$ cat src/cfp_pkg.sv
// ----------------------------------------------------------------------------
// cfp_pkg: shared types and constants for the compliant follow controller
// Widths, register codes, controller/datapath command and status structs,
// and the full-turn sine table that is built at elaboration.
// ----------------------------------------------------------------------------
package cfp_pkg;

   localparam int NUM_MOTORS   = 3;
   localparam int MOTOR_SLOTS  = 3;
   localparam int FRAC_BITS    = 16;
   localparam int SINE_DEPTH   = 256;
   localparam int SINE_ADDR_W  = $clog2(SINE_DEPTH);
   localparam int SINE_W       = FRAC_BITS + 2;
   localparam int MOTOR_W      = (NUM_MOTORS > 1) ? $clog2(NUM_MOTORS) : 1;
   localparam int PIPE_DEPTH   = 5;

   localparam int POS_W        = 24;
   localparam int VOLT_W       = 21;
   localparam int RATE_W       = 17;
   localparam int GAIN_W       = 20;
   localparam int OFFS_W       = 20;
   localparam int CSR_IDX_W    = 3;
   localparam int CSR_DATA_W   = 20;

   localparam int POS_MAX      = (1 << (POS_W - 1)) - 1;
   localparam int POS_MIN      = -(1 << (POS_W - 1));
   localparam int HALF_LSB     = 1 << (FRAC_BITS - 1);
   localparam int IDX_LSB      = FRAC_BITS + 24 - SINE_ADDR_W;

   localparam logic [RATE_W-1:0] RATE_UNIT = RATE_W'(1 << FRAC_BITS);

   // 2^24 / (2 pi)
   localparam logic signed [22:0] INV_TWO_PI_Q24 = 23'sd2670177;

   localparam logic [63:0] Q30_ONE     = 64'd1 << 30;
   localparam logic [63:0] HALF_PI_Q30 = 64'd1686629713;

   typedef enum logic {
      CMD_STEP  = 1'b0,
      CMD_RESET = 1'b1
   } command_type;

   typedef enum logic [CSR_IDX_W-1:0] {
      REG_FOLLOW_ALPHA   = 3'd0,
      REG_PROP_GAIN      = 3'd1,
      REG_VOLTAGE_LIMIT  = 3'd2,
      REG_GRAVITY_GAIN   = 3'd3,
      REG_GRAVITY_OFFSET = 3'd4,
      REG_INV_GEAR_RATIO = 3'd5
   } csr_index_type;

   localparam logic [RATE_W-1:0] FOLLOW_ALPHA_RESET   = 17'd1311;
   localparam logic [GAIN_W-1:0] PROP_GAIN_RESET      = 20'd6554;
   localparam logic [GAIN_W-1:0] VOLTAGE_LIMIT_RESET  = 20'd52429;
   localparam logic [GAIN_W-1:0] GRAVITY_GAIN_RESET   = 20'd98304;
   localparam logic [OFFS_W-1:0] GRAVITY_OFFSET_RESET = 20'hE1C29;
   localparam logic [RATE_W-1:0] INV_GEAR_RATIO_RESET = 17'd65536;

   typedef enum logic [1:0] {
      ST_IDLE,
      ST_ISSUE,
      ST_DRAIN,
      ST_PUBLISH
   } ctrl_state_type;

   typedef struct packed {
      logic [RATE_W-1:0] follow_alpha;
      logic [GAIN_W-1:0] prop_gain;
      logic [GAIN_W-1:0] voltage_limit;
      logic [GAIN_W-1:0] gravity_gain;
      logic [OFFS_W-1:0] gravity_offset;
      logic [RATE_W-1:0] inv_gear_ratio;
   } cfg_type;

   typedef struct packed {
      logic               capture;
      logic               issue;
      logic [MOTOR_W-1:0] motor;
      logic               publish;
   } dp_cmd_type;

   typedef struct packed {
      logic pipe_busy;
   } dp_status_type;

   typedef logic signed [SINE_W-1:0] sine_table_type [SINE_DEPTH];

   // Taylor series to x^11 in Q30, folded over the four quadrants
   function automatic sine_table_type build_sine_table();
      sine_table_type tab;
      logic [63:0]    u;
      logic [63:0]    r;
      logic [63:0]    x;
      logic [63:0]    x2;
      logic [63:0]    t;
      logic [63:0]    s;
      logic [63:0]    e;
      logic [1:0]     quad;
      for (int k = 0; k < SINE_DEPTH; k++) begin
         u    = (64'(k) << 32) / SINE_DEPTH;
         quad = u[31:30];
         r    = {34'd0, u[29:0]};
         if (quad[0]) begin
            r = Q30_ONE - r;
         end
         x  = (r * HALF_PI_Q30) >> 30;
         x2 = (x * x) >> 30;
         t  = Q30_ONE - x2 / 64'd110;
         t  = Q30_ONE - ((x2 * t) >> 30) / 64'd72;
         t  = Q30_ONE - ((x2 * t) >> 30) / 64'd42;
         t  = Q30_ONE - ((x2 * t) >> 30) / 64'd20;
         t  = Q30_ONE - ((x2 * t) >> 30) / 64'd6;
         s  = (x * t) >> 30;
         e  = (s + (64'd1 << (29 - FRAC_BITS))) >> (30 - FRAC_BITS);
         tab[k] = quad[1] ? -SINE_W'(e) : SINE_W'(e);
      end
      return tab;
   endfunction

   localparam sine_table_type SINE_TABLE = build_sine_table();

endpackage

$ cat src/cfp_ctrl.sv
// ----------------------------------------------------------------------------
// cfp_ctrl: transaction sequencer
// Accepts a control transaction, feeds the motors one per cycle into the
// datapath pipeline, waits for it to drain and hands the result to the
// output register; a reset transaction goes straight to the hand-off.
// ----------------------------------------------------------------------------
module cfp_ctrl (
   input  logic                   clock,
   input  logic                   reset,
   input  logic                   req_valid,
   input  logic                   req_command,
   output logic                   req_ready,
   output logic                   rsp_valid,
   input  logic                   rsp_ready,
   output cfp_pkg::dp_cmd_type    cmd,
   input  cfp_pkg::dp_status_type status
);
   import cfp_pkg::*;

   localparam logic [MOTOR_W-1:0] LAST_MOTOR = MOTOR_W'(NUM_MOTORS - 1);

   ctrl_state_type     state_ff;
   ctrl_state_type     state_in;
   logic [MOTOR_W-1:0] motor_ff;
   logic [MOTOR_W-1:0] motor_in;
   logic               rsp_valid_ff;
   logic               rsp_valid_in;
   logic               out_free;

   always_ff @(posedge clock) begin
      if (reset) begin
         state_ff     <= ST_IDLE;
         motor_ff     <= '0;
         rsp_valid_ff <= 1'b0;
      end else begin
         state_ff     <= state_in;
         motor_ff     <= motor_in;
         rsp_valid_ff <= rsp_valid_in;
      end
   end

   always_comb begin
      state_in  = state_ff;
      motor_in  = motor_ff;
      cmd       = '0;
      req_ready = 1'b0;
      out_free  = !rsp_valid_ff || rsp_ready;
      case (state_ff)
         ST_IDLE: begin
            req_ready = 1'b1;
            if (req_valid) begin
               cmd.capture = 1'b1;
               motor_in    = '0;
               // a reset transaction carries no work: publish zeros
               state_in    = (req_command == CMD_RESET) ? ST_PUBLISH : ST_ISSUE;
            end
         end
         ST_ISSUE: begin
            cmd.issue = 1'b1;
            cmd.motor = motor_ff;
            if (motor_ff == LAST_MOTOR) begin
               state_in = ST_DRAIN;
            end else begin
               motor_in = motor_ff + 1'b1;
            end
         end
         ST_DRAIN: begin
            if (!status.pipe_busy) begin
               state_in = ST_PUBLISH;
            end
         end
         ST_PUBLISH: begin
            if (out_free) begin
               cmd.publish = 1'b1;
               state_in    = ST_IDLE;
            end
         end
         default: begin
            state_in = ST_IDLE;
         end
      endcase
      rsp_valid_in = cmd.publish || (rsp_valid_ff && !rsp_ready);
   end

   assign rsp_valid = rsp_valid_ff;

endmodule

$ cat config.mk
export PLATFORM = sky130hd
export DESIGN_NAME = cfp_ctrl
export DESIGN_NICKNAME = d
export VERILOG_FILES = /design/src/cfp_pkg.sv /design/src/cfp_ctrl.sv
export SDC_FILE = /design/constraint.sdc
export NUM_CORES = 1
export LEC_CHECK = 0
export BUFFER_PORTS_ARGS = -buffer_cell sky130_fd_sc_hd__buf_4
export CAP_MARGIN = 20
export CORE_AREA = 3 3 40 42
export DETAILED_ROUTE_END_ITERATION = 6
export DIE_AREA = 0 0 43 45
export GPL_TIMING_DRIVEN = 0
export PLACE_DENSITY = 0.65
export SLEW_MARGIN = 40
export SYNTH_ARGS = -nofsm -noshare
export SYNTH_HDL_FRONTEND = slang
export SYNTH_SLANG_ARGS = --single-unit
$ cat constraint.sdc
create_clock -name clock -period 3.7 [get_ports clock]
set_input_delay 0.925 -clock clock [delete_from_list [all_inputs] [get_ports clock]]
set_output_delay 0.925 -clock clock [all_outputs]
set_load 0.05 [all_outputs]
==> insert_results.sql <==
INSERT INTO impl_metrics (metric_group, metric, value, unit) VALUES
('timing', 'fin_ws', '1.35', 'ns'),
('synthesis', 'synth_edf_count', '0', ''),
('timing', 'slew_violations', '0', ''),
('synthesis', 'post_synth_xor_area_fraction', '0', '%'),
('clock_network', 'worstSkewPairLatency', '0.25', 'ns'),
('timing', 'final_hold_violations', '0', ''),
('synthesis', 'synth_sequential_area_ratio', '24.2', '%'),
('clock_network', 'clk_path_buf_depth', '2', ''),
('clock_network', 'cts_buffers', '3', ''),
('grt', 'grt_pass1_vias', '330', ''),
('grt', 'grt_overflow_total', '0', ''),
('timing', 'setup_viol_count_final', '0', ''),
('worst_setup_path', 'timing.critical_path.from_type', 'input port', ''),
('drt', 'wl_per_cell', '10.3', 'um'),
('clock_network', 'clk_root_buffer_cell', 'clkbuf_4', ''),
('worst_setup_path', 'crit_buf_inv', '3', ''),
('layout', 'area_taken_by_multi_input_logic_gates', '294', 'um2'),
('place', 'post_place_setup_slack', '1.35', 'ns'),
('layout', 'final_common_cell', 'buf_4', ''),
('clock_network', 'clk_sinks', '5', ''),
('synthesis', 'ys_seq_elements', '5', ''),
('drt', 'via_count', '372', ''),
('clock_network', 'cts_htree_levels', '1', ''),
('grt', 'grt_start_max_net_pins', '8', ''),
('worst_setup_path', 'slowest_stage', 'buf_4', ''),
('worst_setup_path', 'crit_chain', 'buf_4 > inv_1 > a21boi_0 > buf_4', ''),
('pwr', 'power.density', '726', 'nW/um2'),
('grt', 'first_pass_grt_wire_length', '1370', 'um'),
('synthesis', 'net_count_after_synthesis', '58', ''),
('synthesis', 'ys_warn_count', '0', ''),
('pwr', 'maximum_ir_drop_on_the_vdd_rail', '0.000308', 'V'),
('synthesis', 'synth_top_family_by_area', 'simple AND/OR/NAND/NOR gates', ''),
('layout', 'num-nets-final', '75', ''),
('drt', 'drc_errors', '0', ''),
('worst_setup_path', 'crit_path_frequent_cell', 'buf_4', ''),
('drt', 'detailedRoute.firstIterationViolations', '0', ''),
('floorplanning', 'die_height', '45', 'um'),
('layout', 'final_cell_mix', 'buf_4 (12), ha_1 (7), inv_1 (5), dfxtp_1 (5)', ''),
('place', 'port-buffer-count', '12', ''),
('worst_setup_path', 'worst_ep_required_time', '2.77', 'ns'),
('timing', 'worst-slew-pin-transition', '0.226', 'ns'),
('synthesis', 'synth.mux.area_fraction', '2.42', '%'),
('layout', 'sequential_cell_area', '100', 'um2'),
('place', 'dp.final_hpwl', '635', 'um'),
('timing', 'clock.fmax', '0.426', 'GHz'),
('place', 'globalplace.congestion', '0.715', ''),
('timing', 'fin_tns_setup', '0', 'ns'),
('clock_network', 'cts.reportedPaths.clkPinSlew', '0.04', 'ns'),
('layout', 'share_of_post_route_cells_with_drive_strength_above_1', '32.8', '%'),
('clock_network', 'post_cts_resize_count', '0', ''),
('timing', 'grt_setup_unrepaired', 'no', ''),
('worst_setup_path', 'critical_path.max_fanout', '2', ''),
('run_status', 'run_status', 'completed', ''),
('layout', 'layout.filler_cells', '129', ''),
('timing', 'final.setup_skew', '0.00382', 'ns'),
('drt', 'antenna_left', '0', ''),
('grt', 'antenna_violations_before_repair', '0', ''),
('worst_setup_path', 'worst_setup_path_end_kind', 'output port', ''),
('clock_network', 'cts_hold_repair.buffers', '0', ''),
('worst_setup_path', 'arrival', '1.42', 'ns'),
('worst_setup_path', 'crit_family', 'buffers and inverters', ''),
('timing', 'period_share', '63.5', '%'),
('timing', 'timing.final.crit_period', '2.35', 'ns'),
('layout', 'n_antenna_cell', '0', ''),
('floorplanning', 'die-area', '1940', 'um2'),
('timing', 'hold-worst-slack', '0.478', 'ns'),
('worst_setup_path', 'cp_slowest_stage_delay', '0.22', 'ns'),
('floorplanning', 'die_width', '43', 'um'),
('clock_network', 'tritoncts', 'done', ''),
('drt', 'route.final.wire_length', '781', 'um'),
('synthesis', 'arithmetic_cell_share_of_the_synthesized_area_counting_full_adders_half_adders_and_majority_gates', '21.2', '%');
-- layout make-up --
cell class | count | share of cell area (%)
multi-input combinational | 35 | 53.7
tap | 15 | 3.42
inverter | 5 | 3.42
timing repair buffer | 12 | 16.4
sequential | 5 | 18.3
clock buffer | 4 | 4.79
-- synth_stat cells, drive strengths merged (2+ instances only) --
cell,n,area (um2)
o2111ai,2,17.5
dfxtp,5,100
o31ai,2,15.0
a21oi,3,15.0
ha,7,87.6
inv,5,18.8
and2,4,28.8
and2b,2,15.0
nor2,3,11.3
a211oi,2,15.0
a41oi,2,17.5
nand2b,2,12.5
-- metrics by stage --
step | util (%) | area, um2 | total power (W) | cells
3_5_place_dp | 40.6 | 522 | 0.000335 | 72
4_1_cts | 42.6 | 548 | 0.000406 | 76
6_report | 42.6 | 548 | 0.000398 | 76
2_1_floorplan | - | 413 | 0.000278 | 45
5_1_grt | 42.6 | 548 | 0.000432 | 76
3_3_place_gp | 40.6 | 522 | 0.000333 | 72
-- worst register-to-register path: cells and delay by family (launching register included) --
kind	cells	cell delay (ns)
flops	1	0.41
compound gates	2	0.35
fa+ha+maj	1	0.27
simple gates	1	0.16
buf+inv	1	0.11
-- sequential cells by signal (all words and copies together), names as in the netlist --
register	cells
motor_ff	2
rsp_valid	1
state_ff	2
-- power by group --
group / leakage (nW) / internal [W] / switching (W)
registers: 0.0409 / 0.0000681 / 0.0000162
clock network: 0.0150 / 0.0000410 / 0.0000252
logic: 0.234 / 0.0000942 / 0.000153
total: 0.290 / 0.000203 / 0.000194
-- worst paths after layout --
| path | startpoint | to | slack (ns) | cells past startpoint |
|---|---|---|---|---|
| setup reg to reg | state_ff[0] | motor_ff[1] | 2.29 | 5 |
| setup / recovery | rsp_ready | cmd[0] | 1.35 | 4 |
| hold / removal | motor_ff[0] | motor_ff[0] | 0.48 | 2 |
| hold reg to reg | motor_ff[0] | motor_ff[0] | 0.48 | 2 |
-- kinds of logic (layout without fill, tap and decap cells) --
family          after synthesis  count (layout)
simple gates                 15              15
flops                         5               5
mux                           1               1
fa+ha+maj                     7               7
compound gates               12              12
buf+inv                       5              21
-- metal layers --
layer	GRT usage [%]	vias to the layer above	share of wire, %
met5	0	-	0
met4	5.42	0	2.2
met3	5.18	2	8.1
met2	15.0	11	45
met1	11.1	165	44
li1	-	194	-
Power figures use the tool's default switching activity.
